## src/hw/rtl/serial_port_clock_and_control_setup_defines.svh

```systemverilog
// Assertion macros for the serial port clock setup block.
`ifndef SERIAL_PORT_CLOCK_AND_CONTROL_SETUP_DEFINES_SVH
`define SERIAL_PORT_CLOCK_AND_CONTROL_SETUP_DEFINES_SVH
`ifndef SYNTHESIS
`define SPC_ASSERT_IMPL(label, clk, rst, ante, cons) \
  label: assert property (@(posedge clk) disable iff (rst) (ante) |-> (cons)) \
    else $error("assertion failed");
`define SPC_ASSERT_NEXT(label, clk, rst, ante, cons) \
  label: assert property (@(posedge clk) disable iff (rst) (ante) |=> (cons)) \
    else $error("assertion failed");
`else
`define SPC_ASSERT_IMPL(label, clk, rst, ante, cons)
`define SPC_ASSERT_NEXT(label, clk, rst, ante, cons)
`endif
`endif

```

## src/hw/rtl/spcs_pkg.sv

```systemverilog
`default_nettype none
package spcs_pkg;
  localparam int unsigned MAX_HALF_PRESCALE = 127;
  localparam int unsigned MAX_SERIAL_RATE = 256;
  localparam int unsigned NUM_W = 35;
  localparam int unsigned DEN_W = 33;

  typedef enum logic [2:0] {
    ST_IDLE, ST_HALF_DIV, ST_SHIFT, ST_SEARCH, ST_CAND_DIV, ST_DONE
  } state_t;

  typedef struct packed {
    logic load;
    logic start_half;
    logic shift;
    logic start_cand;
    logic update;
    logic slave_step;
  } cmd_t;

  typedef struct packed {
    logic div_busy;
    logic need_shift;
    logic search_more;
    logic master_mode;
    logic zero_baud;
    logic half_zero;
  } status_t;

  function automatic logic [1:0] pclk_code(input logic [1:0] plog);
    logic [1:0] c;
    case (plog)
      2'd0: c = 2'd1;
      2'd1: c = 2'd2;
      2'd2: c = 2'd0;
      default: c = 2'd3;
    endcase
    return c;
  endfunction
endpackage
`default_nettype wire

```

## src/hw/rtl/spcs_divider.sv

```systemverilog
`default_nettype none
`include "serial_port_clock_and_control_setup_defines.svh"
module spcs_divider (
  input  wire logic clk,
  input  wire logic rst,
  input  wire logic start,
  input  wire logic [spcs_pkg::NUM_W-1:0] num,
  input  wire logic [spcs_pkg::DEN_W-1:0] den,
  output logic busy,
  output logic [spcs_pkg::NUM_W-1:0] quo,
  output logic [spcs_pkg::DEN_W:0] rem
);
  localparam int unsigned CW = $clog2(spcs_pkg::NUM_W + 1);
  logic [CW-1:0] count;
  logic [spcs_pkg::DEN_W-1:0] d;
  logic [spcs_pkg::DEN_W+1:0] trial;

  assign trial = {rem, quo[spcs_pkg::NUM_W-1]} - {2'b00, d};

  always_ff @(posedge clk) begin
    if (rst) begin
      busy <= 1'b0;
      count <= '0;
    end else if (start) begin
      busy <= 1'b1;
      count <= CW'(spcs_pkg::NUM_W);
    end else if (busy) begin
      count <= count - 1'b1;
      if (count == CW'(1)) busy <= 1'b0;
    end
  end

  always_ff @(posedge clk) begin
    if (start) begin
      quo <= num;
      rem <= '0;
      d <= den;
    end else if (busy) begin
      if (!trial[spcs_pkg::DEN_W+1]) begin
        rem <= trial[spcs_pkg::DEN_W:0];
        quo <= {quo[spcs_pkg::NUM_W-2:0], 1'b1};
      end else begin
        rem <= {rem[spcs_pkg::DEN_W-1:0], quo[spcs_pkg::NUM_W-1]};
        quo <= {quo[spcs_pkg::NUM_W-2:0], 1'b0};
      end
    end
  end

  `SPC_ASSERT_NEXT(a_busy_start, clk, rst, start, busy)
  `SPC_ASSERT_IMPL(a_no_restart, clk, rst, busy && count != CW'(1), !start)
  `SPC_ASSERT_IMPL(a_count_ok, clk, rst, busy, count != '0)
endmodule
`default_nettype wire

```

## src/hw/rtl/spcs_datapath.sv

```systemverilog
`default_nettype none
module spcs_datapath #(
  parameter int unsigned MAX_HALF_PRESCALE = spcs_pkg::MAX_HALF_PRESCALE,
  parameter int unsigned MAX_SERIAL_RATE = spcs_pkg::MAX_SERIAL_RATE
) (
  input  wire logic clk,
  input  wire logic rst,
  input  wire spcs_pkg::cmd_t cmd,
  output spcs_pkg::status_t status,
  input  wire logic [31:0] core_clock_hz,
  input  wire logic [31:0] baud_hz,
  input  wire logic [1:0] frame_protocol,
  input  wire logic [4:0] frame_bits,
  input  wire logic clock_idle_high,
  input  wire logic capture_falling,
  input  wire logic loop_back,
  input  wire logic [1:0] port_mode,
  output logic [15:0] control_word0,
  output logic [3:0] control_word1,
  output logic [7:0] prescale_word,
  output logic [1:0] pclk_select_code,
  output logic [1:0] pclk_divide_log,
  output logic clock_error
);
  localparam int unsigned NW = spcs_pkg::NUM_W;
  localparam logic [NW-1:0] LIMIT = NW'(MAX_SERIAL_RATE * MAX_HALF_PRESCALE);
  localparam logic [NW-1:0] MAXQ = NW'(MAX_SERIAL_RATE);

  logic [31:0] cclk, baud;
  logic [1:0] proto, mode;
  logic [4:0] bits;
  logic idle_hi, fall, loop;
  logic [NW-1:0] half, best_q, best_err;
  logic [7:0] cand, best_c;
  logic [1:0] plog;
  logic err, master, half_phase;
  logic div_busy;
  logic [NW-1:0] quo;
  logic [spcs_pkg::DEN_W:0] rem;
  logic [NW-1:0] div_num;
  logic [spcs_pkg::DEN_W-1:0] div_den;
  logic [35:0] need;
  logic [31:0] shifted;

  assign master = !(mode == 2'd1 || mode == 2'd2);
  assign need = {4'b0, baud} * 36'd12;
  assign shifted = cclk >> plog;

  always_comb begin
    if (cmd.start_half) begin
      div_num = NW'({1'b0, cclk} + {1'b0, baud});
      div_den = {baud, 1'b0};
    end else begin
      div_num = half;
      div_den = spcs_pkg::DEN_W'(cand + 8'd1);
    end
  end

  spcs_divider u_div (
    .clk(clk), .rst(rst), .start(cmd.start_half || cmd.start_cand),
    .num(div_num), .den(div_den), .busy(div_busy), .quo(quo), .rem(rem)
  );

  assign status.div_busy = div_busy;
  assign status.need_shift = ((!half[0]) || half > LIMIT) && plog != 2'd3;
  assign status.search_more = best_err != '0 && cand < 8'(MAX_HALF_PRESCALE);
  assign status.master_mode = master;
  assign status.zero_baud = baud == '0;
  assign status.half_zero = quo == '0;

  always_ff @(posedge clk) begin
    if (cmd.load) begin
      cclk <= core_clock_hz; baud <= baud_hz; proto <= frame_protocol;
      bits <= frame_bits; idle_hi <= clock_idle_high; fall <= capture_falling;
      loop <= loop_back; mode <= port_mode; plog <= port_mode == 2'd1 ||
        port_mode == 2'd2 ? 2'd3 : 2'd0;
      err <= 1'b0; best_q <= NW'(1); best_c <= 8'd1; best_err <= '0;
      half_phase <= 1'b0;
    end else begin
      if (cmd.start_half) half_phase <= 1'b1;
      if (cmd.start_cand) cand <= cand + 8'd1;
      if (half_phase && !div_busy && !cmd.start_half) begin
        half_phase <= 1'b0;
        half <= quo;
        cand <= 8'd1;
        best_c <= 8'd1;
        if (quo == '0) err <= 1'b1;
      end
      if (cmd.shift) begin
        half <= half >> 1;
        plog <= plog + 2'd1;
      end
      if (cmd.update) begin
        if (cand == 8'd1) begin
          if (half > MAXQ) begin
            best_err <= half; best_q <= MAXQ;
          end else begin
            best_err <= '0; best_q <= half;
          end
        end else if (NW'(rem) < best_err && quo <= MAXQ) begin
          best_err <= NW'(rem); best_q <= quo; best_c <= cand;
        end
      end
      if (cmd.slave_step && !master) begin
        if ({4'b0, shifted} < need) begin
          if (plog != 2'd0) plog <= plog - 2'd1;
          else err <= 1'b1;
        end
      end
    end
  end

  always_comb begin
    logic [7:0] rate;
    logic [7:0] hi;
    rate = 8'(best_q - NW'(1));
    hi = 8'h00;
    if (proto == 2'd1) hi = 8'h10;
    else if (proto == 2'd2) hi = 8'h20;
    else if (idle_hi) hi = fall ? 8'h40 : 8'hc0;
    else if (fall) hi = 8'h80;
    if (!master || baud == '0 || err) rate = 8'd0;
    control_word0 = {rate, hi[7:4], 4'(bits - 5'd1)};
    control_word1 = {mode == 2'd2, mode == 2'd1 || mode == 2'd2, 1'b1, loop};
    prescale_word = (master && baud != '0 && !err) ? {best_c[6:0], 1'b0} : 8'd2;
    pclk_divide_log = (baud == '0) ? 2'd0 : plog;
    pclk_select_code = spcs_pkg::pclk_code(pclk_divide_log);
    clock_error = err && baud != '0;
  end
endmodule
`default_nettype wire

```

## src/hw/rtl/spcs_ctrl.sv

```systemverilog
`default_nettype none
`include "serial_port_clock_and_control_setup_defines.svh"
module spcs_ctrl (
  input  wire logic clk,
  input  wire logic rst,
  input  wire logic in_beat,
  input  wire logic out_beat,
  input  wire spcs_pkg::status_t status,
  output spcs_pkg::cmd_t cmd,
  output logic busy,
  output logic done
);
  spcs_pkg::state_t state, state_next;
  logic [2:0] slave_cnt;

  always_ff @(posedge clk) begin
    if (rst) begin
      state <= spcs_pkg::ST_IDLE;
      slave_cnt <= '0;
    end else begin
      state <= state_next;
      if (in_beat) slave_cnt <= '0;
      else if (cmd.slave_step) slave_cnt <= slave_cnt + 3'd1;
    end
  end

  always_comb begin
    state_next = state;
    case (state)
      spcs_pkg::ST_IDLE:
        if (in_beat) state_next = spcs_pkg::ST_HALF_DIV;
      spcs_pkg::ST_HALF_DIV: begin
        if (status.zero_baud) state_next = spcs_pkg::ST_DONE;
        else if (!status.master_mode) begin
          if (slave_cnt == 3'd4) state_next = spcs_pkg::ST_DONE;
        end else if (!status.div_busy && slave_cnt == 3'd1) begin
          state_next = status.half_zero ? spcs_pkg::ST_DONE : spcs_pkg::ST_SHIFT;
        end
      end
      spcs_pkg::ST_SHIFT:
        if (!status.need_shift) state_next = spcs_pkg::ST_SEARCH;
      spcs_pkg::ST_SEARCH:
        if (!status.search_more) state_next = spcs_pkg::ST_DONE;
        else state_next = spcs_pkg::ST_CAND_DIV;
      spcs_pkg::ST_CAND_DIV:
        if (!status.div_busy && slave_cnt == 3'd2) state_next = spcs_pkg::ST_SEARCH;
      spcs_pkg::ST_DONE:
        if (out_beat) state_next = spcs_pkg::ST_IDLE;
      default: state_next = spcs_pkg::ST_IDLE;
    endcase
  end

  always_comb begin
    cmd = '0;
    cmd.load = in_beat;
    case (state)
      spcs_pkg::ST_HALF_DIV: begin
        cmd.start_half = status.master_mode && !status.zero_baud && slave_cnt == 3'd0;
        cmd.slave_step = (!status.master_mode && !status.zero_baud && slave_cnt < 3'd4) ||
          cmd.start_half;
      end
      spcs_pkg::ST_SHIFT: begin
        cmd.shift = status.need_shift;
        cmd.update = !status.need_shift;
      end
      spcs_pkg::ST_SEARCH: begin
        cmd.start_cand = status.search_more;
      end
      spcs_pkg::ST_CAND_DIV: begin
        cmd.slave_step = slave_cnt == 3'd1 && !status.div_busy;
        cmd.update = !status.div_busy && slave_cnt == 3'd2;
      end
      default: cmd.load = in_beat;
    endcase
  end

  assign busy = state != spcs_pkg::ST_IDLE;
  assign done = state == spcs_pkg::ST_DONE;

  `SPC_ASSERT_IMPL(a_load_idle, clk, rst, in_beat, state == spcs_pkg::ST_IDLE)
  `SPC_ASSERT_IMPL(a_out_done, clk, rst, out_beat, done)
  `SPC_ASSERT_NEXT(a_out_idle, clk, rst, out_beat, state == spcs_pkg::ST_IDLE)
endmodule
`default_nettype wire

```

## src/hw/rtl/serial_port_clock_and_control_setup.sv

```systemverilog
`default_nettype none
// Serial port clock setup: one request in, one result out, one at a time.
// Master requests run the half-divisor division, up to three shifts and a
// setup step, then up to 126 candidate divisions on one shared radix-2
// divider. Slave and zero-baud requests skip the divisions. The result
// is held until taken; the next request is accepted after that.
module serial_port_clock_and_control_setup #(
  parameter int unsigned MAX_HALF_PRESCALE = spcs_pkg::MAX_HALF_PRESCALE,
  parameter int unsigned MAX_SERIAL_RATE = spcs_pkg::MAX_SERIAL_RATE
) (
  input  wire logic clk,
  input  wire logic rst,
  input  wire logic s_tvalid,
  output logic s_tready,
  // core_clock_hz[31:0], baud_hz[63:32], frame_protocol[65:64],
  // frame_bits[70:66], clock_idle_high[71], capture_falling[72],
  // loop_back[73], port_mode[75:74]
  input  wire logic [79:0] s_tdata,
  output logic m_tvalid,
  input  wire logic m_tready,
  // control_word0[15:0], control_word1[19:16], prescale_word[27:20],
  // pclk_select_code[29:28], pclk_divide_log[31:30], clock_error[32]
  output logic [39:0] m_tdata
);
  spcs_pkg::cmd_t cmd;
  spcs_pkg::status_t status;
  logic busy, done, in_beat, out_beat;
  logic [15:0] cw0;
  logic [3:0] cw1;
  logic [7:0] pre;
  logic [1:0] psel, plog;
  logic cerr;

  assign s_tready = !busy;
  assign in_beat = s_tvalid && s_tready;
  assign m_tvalid = done;
  assign out_beat = m_tvalid && m_tready;
  assign m_tdata = {7'b0, cerr, plog, psel, pre, cw1, cw0};

  spcs_ctrl u_ctrl (
    .clk(clk), .rst(rst), .in_beat(in_beat), .out_beat(out_beat),
    .status(status), .cmd(cmd), .busy(busy), .done(done)
  );

  spcs_datapath #(
    .MAX_HALF_PRESCALE(MAX_HALF_PRESCALE), .MAX_SERIAL_RATE(MAX_SERIAL_RATE)
  ) u_dp (
    .clk(clk), .rst(rst), .cmd(cmd), .status(status),
    .core_clock_hz(s_tdata[31:0]), .baud_hz(s_tdata[63:32]),
    .frame_protocol(s_tdata[65:64]), .frame_bits(s_tdata[70:66]),
    .clock_idle_high(s_tdata[71]), .capture_falling(s_tdata[72]),
    .loop_back(s_tdata[73]), .port_mode(s_tdata[75:74]),
    .control_word0(cw0), .control_word1(cw1), .prescale_word(pre),
    .pclk_select_code(psel), .pclk_divide_log(plog), .clock_error(cerr)
  );
endmodule
`default_nettype wire
```

## config.mk

```make
export PLATFORM = sky130hd
export DESIGN_NAME = serial_port_clock_and_control_setup
export DESIGN_NICKNAME = d
export VERILOG_FILES = /design/src/hw/rtl/spcs_pkg.sv /design/src/hw/rtl/spcs_divider.sv /design/src/hw/rtl/spcs_datapath.sv /design/src/hw/rtl/spcs_ctrl.sv /design/src/hw/rtl/serial_port_clock_and_control_setup.sv
export VERILOG_INCLUDE_DIRS = /design/src /design/src/hw/rtl
export SDC_FILE = /design/constraint.sdc
export NUM_CORES = 1
export LEC_CHECK = 0
export ABC_CLOCK_PERIOD_IN_PS = 7850
export BUFFER_PORTS_ARGS = -buffer_cell sky130_fd_sc_hd__buf_2
export CAP_MARGIN = 10
export CORE_UTILIZATION = 64
export CTS_BUF_LIST = sky130_fd_sc_hd__clkbuf_2
export CTS_CLUSTER_DIAMETER = 40
export DETAILED_ROUTE_END_ITERATION = 8
export PLACE_DENSITY_LB_ADDON = 0.1
export SLEW_MARGIN = 20
export SYNTH_ARGS = -nofsm -noshare
export SYNTH_HDL_FRONTEND = slang
export SYNTH_SLANG_ARGS = --single-unit
```

## constraint.sdc

```tcl
create_clock -name clk -period 7.85 [get_ports clk]
set_input_delay 0.3925 -clock clk [delete_from_list [all_inputs] [get_ports clk]]
set_output_delay 0.3925 -clock clk [all_outputs]
set_load 0.02 [all_outputs]
```

Word-level counts from Yosys, hierarchy flattened

Index checks and enable logic that the tools add are counted.

Input port bits: 84
Output and inout bits: 42
Flip-flop bits (word level): 288
Word-level logic and storage cells: 183

Add/subtract/negate cells: 10
$lt $le $gt $ge: 7
Equality and inequality tests: 25
Reduce and logical (&&, ||, !) cells: 52
Shift-type cells: 1
Multipliers: 1
Multiplexer cells: 60
Bitwise gates (word level): 1

Operators with widths:

| cell                    | count |
|---|---|
| $mux W35                | 7 |
| $mux W8                 | 15 |
| $mux W34                | 2 |
| $lt A32 B36 Y1          | 1 |
| $gt A35 B15 Y1 const B  | 1 |
| $gt A35 B9 Y1 const B   | 1 |
| $le A35 B9 Y1 const B   | 1 |
| $logic_not A35 Y1       | 1 |
| $lt A34 B35 Y1          | 1 |
| $reduce_bool A35 Y1     | 1 |
| $sub A35 B33 Y35        | 1 |
| $mul A32 B2 Y34 const B | 1 |
| $add A32 B32 Y33        | 1 |
| $mux W33                | 1 |
| $logic_not A32 Y1       | 1 |
| $reduce_bool A32 Y1     | 1 |
| $shr A32 B2 Y32         | 1 |
| $mux W3                 | 9 |
| $pmux W3 S6             | 1 |
| $logic_and A1 B1 Y1     | 17 |
| $mux W2                 | 7 |
| $mux W1                 | 13 |
| $mux W6                 | 2 |
| $reduce_bool A2 Y1      | 5 |
| 31 further kinds        | 65 |

Logic depth before layout (Yosys ltp)

Depth after elaboration: 12
Depth in mapped cells: 22
Mapped depth without buffers: 22

Modules after synthesis

A second synthesis with hierarchy kept.

Cells, all modules: 2,106
Area, all modules: 20,541.0 sq um

By module, submodules not included:

| module                              | area an instance (sq um) | instances | cells each | seq. area each (sq um) |
|---|---|---|---|---|
| spcs_datapath                       | 13,674.4                 | 1         | 1,431      | 4,624.4 |
| spcs_divider                        | 6,226.0                  | 1         | 599        | 2,862.7 |
| spcs_ctrl                           | 560.5                    | 1         | 64         | 120.1 |
| serial_port_clock_and_control_setup | 80.1                     | 1         | 12         | 0.0 |

Worst setup path before layout

OpenSTA, ideal clock, no wires.

Kind: register to register
Start: register u_ctrl.state[0]
End: register u_dp.half[0], enable pin
Arrival: 5,295 ps
Slack: 1,904 ps
Stages on the path, launching flop included: 7
Path buffers: 2
Required time: 7,199 ps
Library setup time: 651 ps
Clock period less this slack: 5,946 ps
Path through: dfxtp_1 -> clkbuf_1 -> nor3_1 -> nand2_1 -> inv_1 -> buf_1 -> a21oi_1

RTL lines:

| element                  | RTL line            | RTL |
|---|---|---|
| start: declaration       | spcs_ctrl.sv:13     | `spcs_pkg::state_t state, state_next;` |
| start signal: assignment | spcs_ctrl.sv:18     | `state <= spcs_pkg::ST_IDLE;` |
| start signal: assignment | spcs_ctrl.sv:21     | `state <= state_next;` |
| end signal: assignment   | spcs_datapath.sv:84 | `half <= quo;` |
| end signal: assignment   | spcs_datapath.sv:90 | `half <= half >> 1;` |
| end: declaration         | spcs_datapath.sv:33 | `logic [NW-1:0] half, best_q, best_err;` |

Worst setup path after layout

Start: register u_dp.baud[2]
End: register u_dp.plog[0]

Longest elaborated chain between the ends: 9
Elaborated cells between the ends (all ways): 14
Classes of those cells: mul: 1; order compare: 1; mux: 4; reduce/logical: 8

RTL lines:

| element                                                | RTL line             | RTL |
|---|---|---|
| start: declaration                                     | spcs_datapath.sv:29  | `logic [31:0] cclk, baud;` |
| start signal: assignment                               | spcs_datapath.sv:73  | `cclk <= core_clock_hz; baud <= baud_hz; proto <= frame_protocol;` |
| branches (longest 7 deep; another with $lt A32 B36 Y1) | n/a                  |  |
| $mux W2 *                                              | spcs_datapath.sv:104 | `if (cmd.slave_step && !master) begin` |
| $mux W2 *                                              | spcs_datapath.sv:72  | `if (cmd.load) begin` |
| end signal: assignment                                 | spcs_datapath.sv:75  | `loop <= loop_back; mode <= port_mode; plog <= port_mode == 2'd1 \|\|` |
| end signal: assignment                                 | spcs_datapath.sv:91  | `plog <= plog + 2'd1;` |
| end signal: assignment                                 | spcs_datapath.sv:106 | `if (plog != 2'd0) plog <= plog - 2'd1;` |
| end: declaration                                       | spcs_datapath.sv:35  | `logic [1:0] plog;` |

Every way passes the cells marked *.
A chain may end at the register's enable or synchronous reset.

==> impl_metrics.csv <==
group,metric,value,unit
worst_setup_path,cp_max_fo,5,
synthesis,synth_top_area_share,27.7,%
finish,fin_nets,2645,
worst_setup_path,crit_start,"u_dp.baud[2]$_DFFE_PP_",
synthesis,ys.warnings.count,0,
synthesis,synth.top_cells.by_count,"sky130_fd_sc_hd__nand2_1, sky130_fd_sc_hd__ha_1, sky130_fd_sc_hd__edfxtp_1",
worst_setup_path,critPathBufInv,1,
clock_tree,cts-root-to-sink-buffers,3,
worst_setup_path,r2r_start,"u_dp.baud[2]$_DFFE_PP_",
timing,final_setup_margin,2350,ps
clock_tree,cts_tree,"yes",
detailed_routing,wirelength,56500,um
detailed_routing,ant_nets,0,
clock_tree,cts.root.buffer_cell,"sky130_fd_sc_hd__clkbuf_2",
clock_tree,cts_max_level,3,
worst_hold_path,hp-class,"input port to register",
clock_tree,worst_path_clk_slew,120,ps
worst_setup_path,cp_cell_sequence,"inv_1 -> ha_1 -> o21ai_0 -> o21a_1 -> nor3_1 -> o21ai_1 -> o221ai_1 -> a31oi_1 -> o21ai_0 -> a21oi_1 -> xnor2_1 -> ha_1 -> nand4_1 -> nor2_1 -> o2111ai_1 -> nor2_1 -> o21bai_1 -> o41ai_2 -> o2111ai_1 -> o211ai_1",
synthesis,syn-mean-instance-area,9.26,um^2
worst_setup_path,crit_family,"compound AO/OA/AOI/OAI gates",
worst_setup_path,slowest_delay,610,ps
die,design.die.area,32200,um^2
worst_setup_path,critical_path_class,"register to register",
synthesis,synth_flop_cell,"sky130_fd_sc_hd__edfxtp_1",
synthesis,synth_cells,2175,
synthesis,synth-seq-cells,287,
timing,slew_headroom,32.0,%
timing,worst_clock_skew,60.0,ps
grt,via_count_of_the_first_global_routing_pass,16500,
synthesis,netlist_top_cells_area,"sky130_fd_sc_hd__edfxtp_1, sky130_fd_sc_hd__ha_1, sky130_fd_sc_hd__dfxtp_1",
finish,layout_cell_share_with_drive_strength_beyond_1,14.2,%
die,dieHeight,179,um
worst_setup_path,timing.critical_path.required,8720,ps
detailed_routing,drt_first_iter_violations,1710,
die,io_pins,126,
clock_tree,cts_inserted_buffers,78,
finish,fillerInstances,2333,
timing,layout_worst_path_cycle_share,70.0,%
run,maxCapViolations,0,
timing,tns,0,ps
timing,setup_violations,0,
synthesis,synthArstFlopShare,0,%
worst_setup_path,critical_path.slowest_cell,"sky130_fd_sc_hd__o41ai_2",
worst_setup_path,setup.worst_path.start_class,"register",
timing,timing_max_transition_violations_final,0,
outcome,status,"finished, final reports clean",
detailed_routing,drt_drc_violations_left,0,
grt,overflow_after_grt,0,
place,place.detailed.hpwl,40100,um
power_and_ir_drop,vdd.ir_drop.worst,0.256,mV
detailed_routing,first_pass_iters,8,
power_and_ir_drop,power.density_cell_area,396,nW/um^2
synthesis,edff_count_synth,186,
finish,areaGrowthSynthToFinish,12.0,%
synthesis,synth_most_common_cell,"sky130_fd_sc_hd__nand2_1",
detailed_routing,route.vias.total,17400,
timing,final_hold_viol_count,0,
clock_tree,worstSkewPairLatency,970,ps
grt,grt_max_degree,98,
grt,antenna_found_initial,5,
clock_tree,postCtsSetupBuffers,0,
place,io_buffer_count,111,
detailed_routing,drt-vias-per-instance,6.17,
place,preCtsSetupSlack,2580,ps
worst_setup_path,worstPathArrival,6370,ps
power_and_ir_drop,leakage_power_total,0.00979,uW
timing,setup_repair_after_global_routing_missed_its_margin,"no",
clock_tree,tritoncts_num_sinks,287,
timing,achievable-frequency,182,MHz
detailed_routing,wl_per_cell,20.0,um
timing,final_period_minus_worst_setup_slack,5500,ps
synthesis,mappedNetlistArea,20100,um^2
worst_hold_path,hold_path.startpoint,"s_tvalid",
synthesis,synth_top_area_cell,"sky130_fd_sc_hd__edfxtp_1",
grt,global_route.usage.total,35.5,%
grt,grt_pass1_wl,87300,um
worst_setup_path,critPathCaptureType,"register",
die,core_area,30700,um^2
die,floorplan.die.width,179,um
die,std_cell_rows,64,
die,starting_utilization_of_the_core_area,65.5,%
place,gp_congestion,0.929,
timing,max_slew.worst_pin.slew,1020,ps
synthesis,synth_seq_area_share,37.8,%
synthesis,yosys.cell_types.count,74,
kinds of logic after synthesis:
logic type | count (synthesis) | synth area share, %
buffers and inverters | 247 | 4.96
xor gates and xnor gates | 91 | 3.96
and+or+nand+nor | 689 | 15.7
DFF | 287 | 37.8
muxes | 155 | 9.61
adders and majority gates | 191 | 12.0
AOI/OAI and AO/OA | 513 | 15.9
other | 2 | 0.0373
layer usage:
| layer | track usage (%) | up-vias | part of all wire (%) |
|---|---|---|---|
| met5 | 0 | - | 0.021 |
| met3 | 6.75 | 134 | 7.9 |
| met2 | 58.4 | 782 | 47 |
| li1 | - | 8299 | - |
| met1 | 45.5 | 8212 | 41 |
| met4 | 16.0 | 2 | 4.4 |
power breakdown:
part / internal [uW] / switching (uW) / total (uW)
logic: 2070 / 2940 / 5010
clock network: 530 / 649 / 1180
registers: 2230 / 521 / 2750
total: 4830 / 4110 / 8940
placed cells by master (no fill, tap or decap), types with 27 or more instances in the layout:
| master | n |
|---|---|
| sky130_fd_sc_hd__ha_1 | 188 |
| sky130_fd_sc_hd__nand4_1 | 27 |
| sky130_fd_sc_hd__mux2_2 | 46 |
| sky130_fd_sc_hd__a21oi_1 | 166 |
| sky130_fd_sc_hd__xnor2_1 | 49 |
| sky130_fd_sc_hd__o21ai_0 | 126 |
| sky130_fd_sc_hd__clkbuf_2 | 105 |
| sky130_fd_sc_hd__dlygate4sd3_1 | 77 |
| sky130_fd_sc_hd__nor4_1 | 30 |
| sky130_fd_sc_hd__nor2_1 | 140 |
| sky130_fd_sc_hd__buf_2 | 111 |
| sky130_fd_sc_hd__a21o_1 | 63 |
| sky130_fd_sc_hd__nand2_1 | 294 |
| sky130_fd_sc_hd__nand3_1 | 48 |
| sky130_fd_sc_hd__edfxtp_1 | 186 |
| sky130_fd_sc_hd__xor2_1 | 42 |
| sky130_fd_sc_hd__dfxtp_1 | 99 |
| sky130_fd_sc_hd__nor3_1 | 41 |
| sky130_fd_sc_hd__inv_1 | 147 |
| sky130_fd_sc_hd__mux2i_1 | 83 |
final timing paths:
| check | to | cells after the start | slack, ps |
|---|---|---|---|
| min reg2reg | u_dp.best_err[29]$_SDFFE_PP0P_ | 2 | 480 |
| min | u_ctrl.state[2]$_SDFFE_PP0P_ | 5 | 100 |
| max reg2reg | u_dp.plog[0]$_DFF_P_ | 20 | 2350 |
| max | u_dp.plog[0]$_DFF_P_ | 20 | 2350 |
through the flow:
stage	std cells	hold slack [ps]	util [%]	cell area, um^2	total power (uW)
6_report	2824	104	73.4	22600	8940
3_5_place_dp	2608	468	68.2	21000	7610
5_1_grt	2824	68.0	73.4	22600	9630
3_3_place_gp	2608	453	68.2	21000	7480
4_1_cts	2819	10.4	73.2	22500	8840
2_1_floorplan	2182	445	-	20200	6420
flip-flops by register name, summed over array words and instances, names as in the netlist, 3 cells and up:
register,flops
u_dp.best_err,35
u_dp.half,35
u_dp.u_div.quo,35
u_dp.u_div.rem,34
u_dp.u_div.d,33
u_dp.baud,32
u_dp.cclk,32
u_dp.best_q,8
u_dp.cand,8
u_dp.best_c,7
u_dp.u_div.count,6
u_dp.bits,4
u_ctrl.slave_cnt,3
u_ctrl.state,3
timing repair:
action | 4_1_cts | 5_1_grt
hold buffers | 77 | 0
gates resized for setup | 0 | 0
hold endpoints to repair | 90 | 0
area by class of cell:
| type | count | area, um^2 | share of cell area (%) |
|---|---|---|---|
| clock inverters | 29 | 259 | 1.15 |
| flip-flops and latches | 287 | 7610 | 33.7 |
| inverters | 149 | 561 | 2.48 |
| repair buffers | 206 | 1490 | 6.58 |
| multi-input cells | 1648 | 11600 | 51.5 |
| diodes | 4 | 10.0 | 0.0444 |
| well taps | 396 | 495 | 2.20 |
| clock buffers | 105 | 526 | 2.33 |
worst register-to-register path: cells and delay by family (launching register included):
kind                       cells  cell delay, ps
AOI/OAI and AO/OA             12            3020
adders and majority gates      2             650
DFF                            1             460
xor gates and xnor gates       1             130
and+or+nand+nor                4            1060
buffers and inverters          1             110
Note: power is estimated with default switching activity, not from simulation.
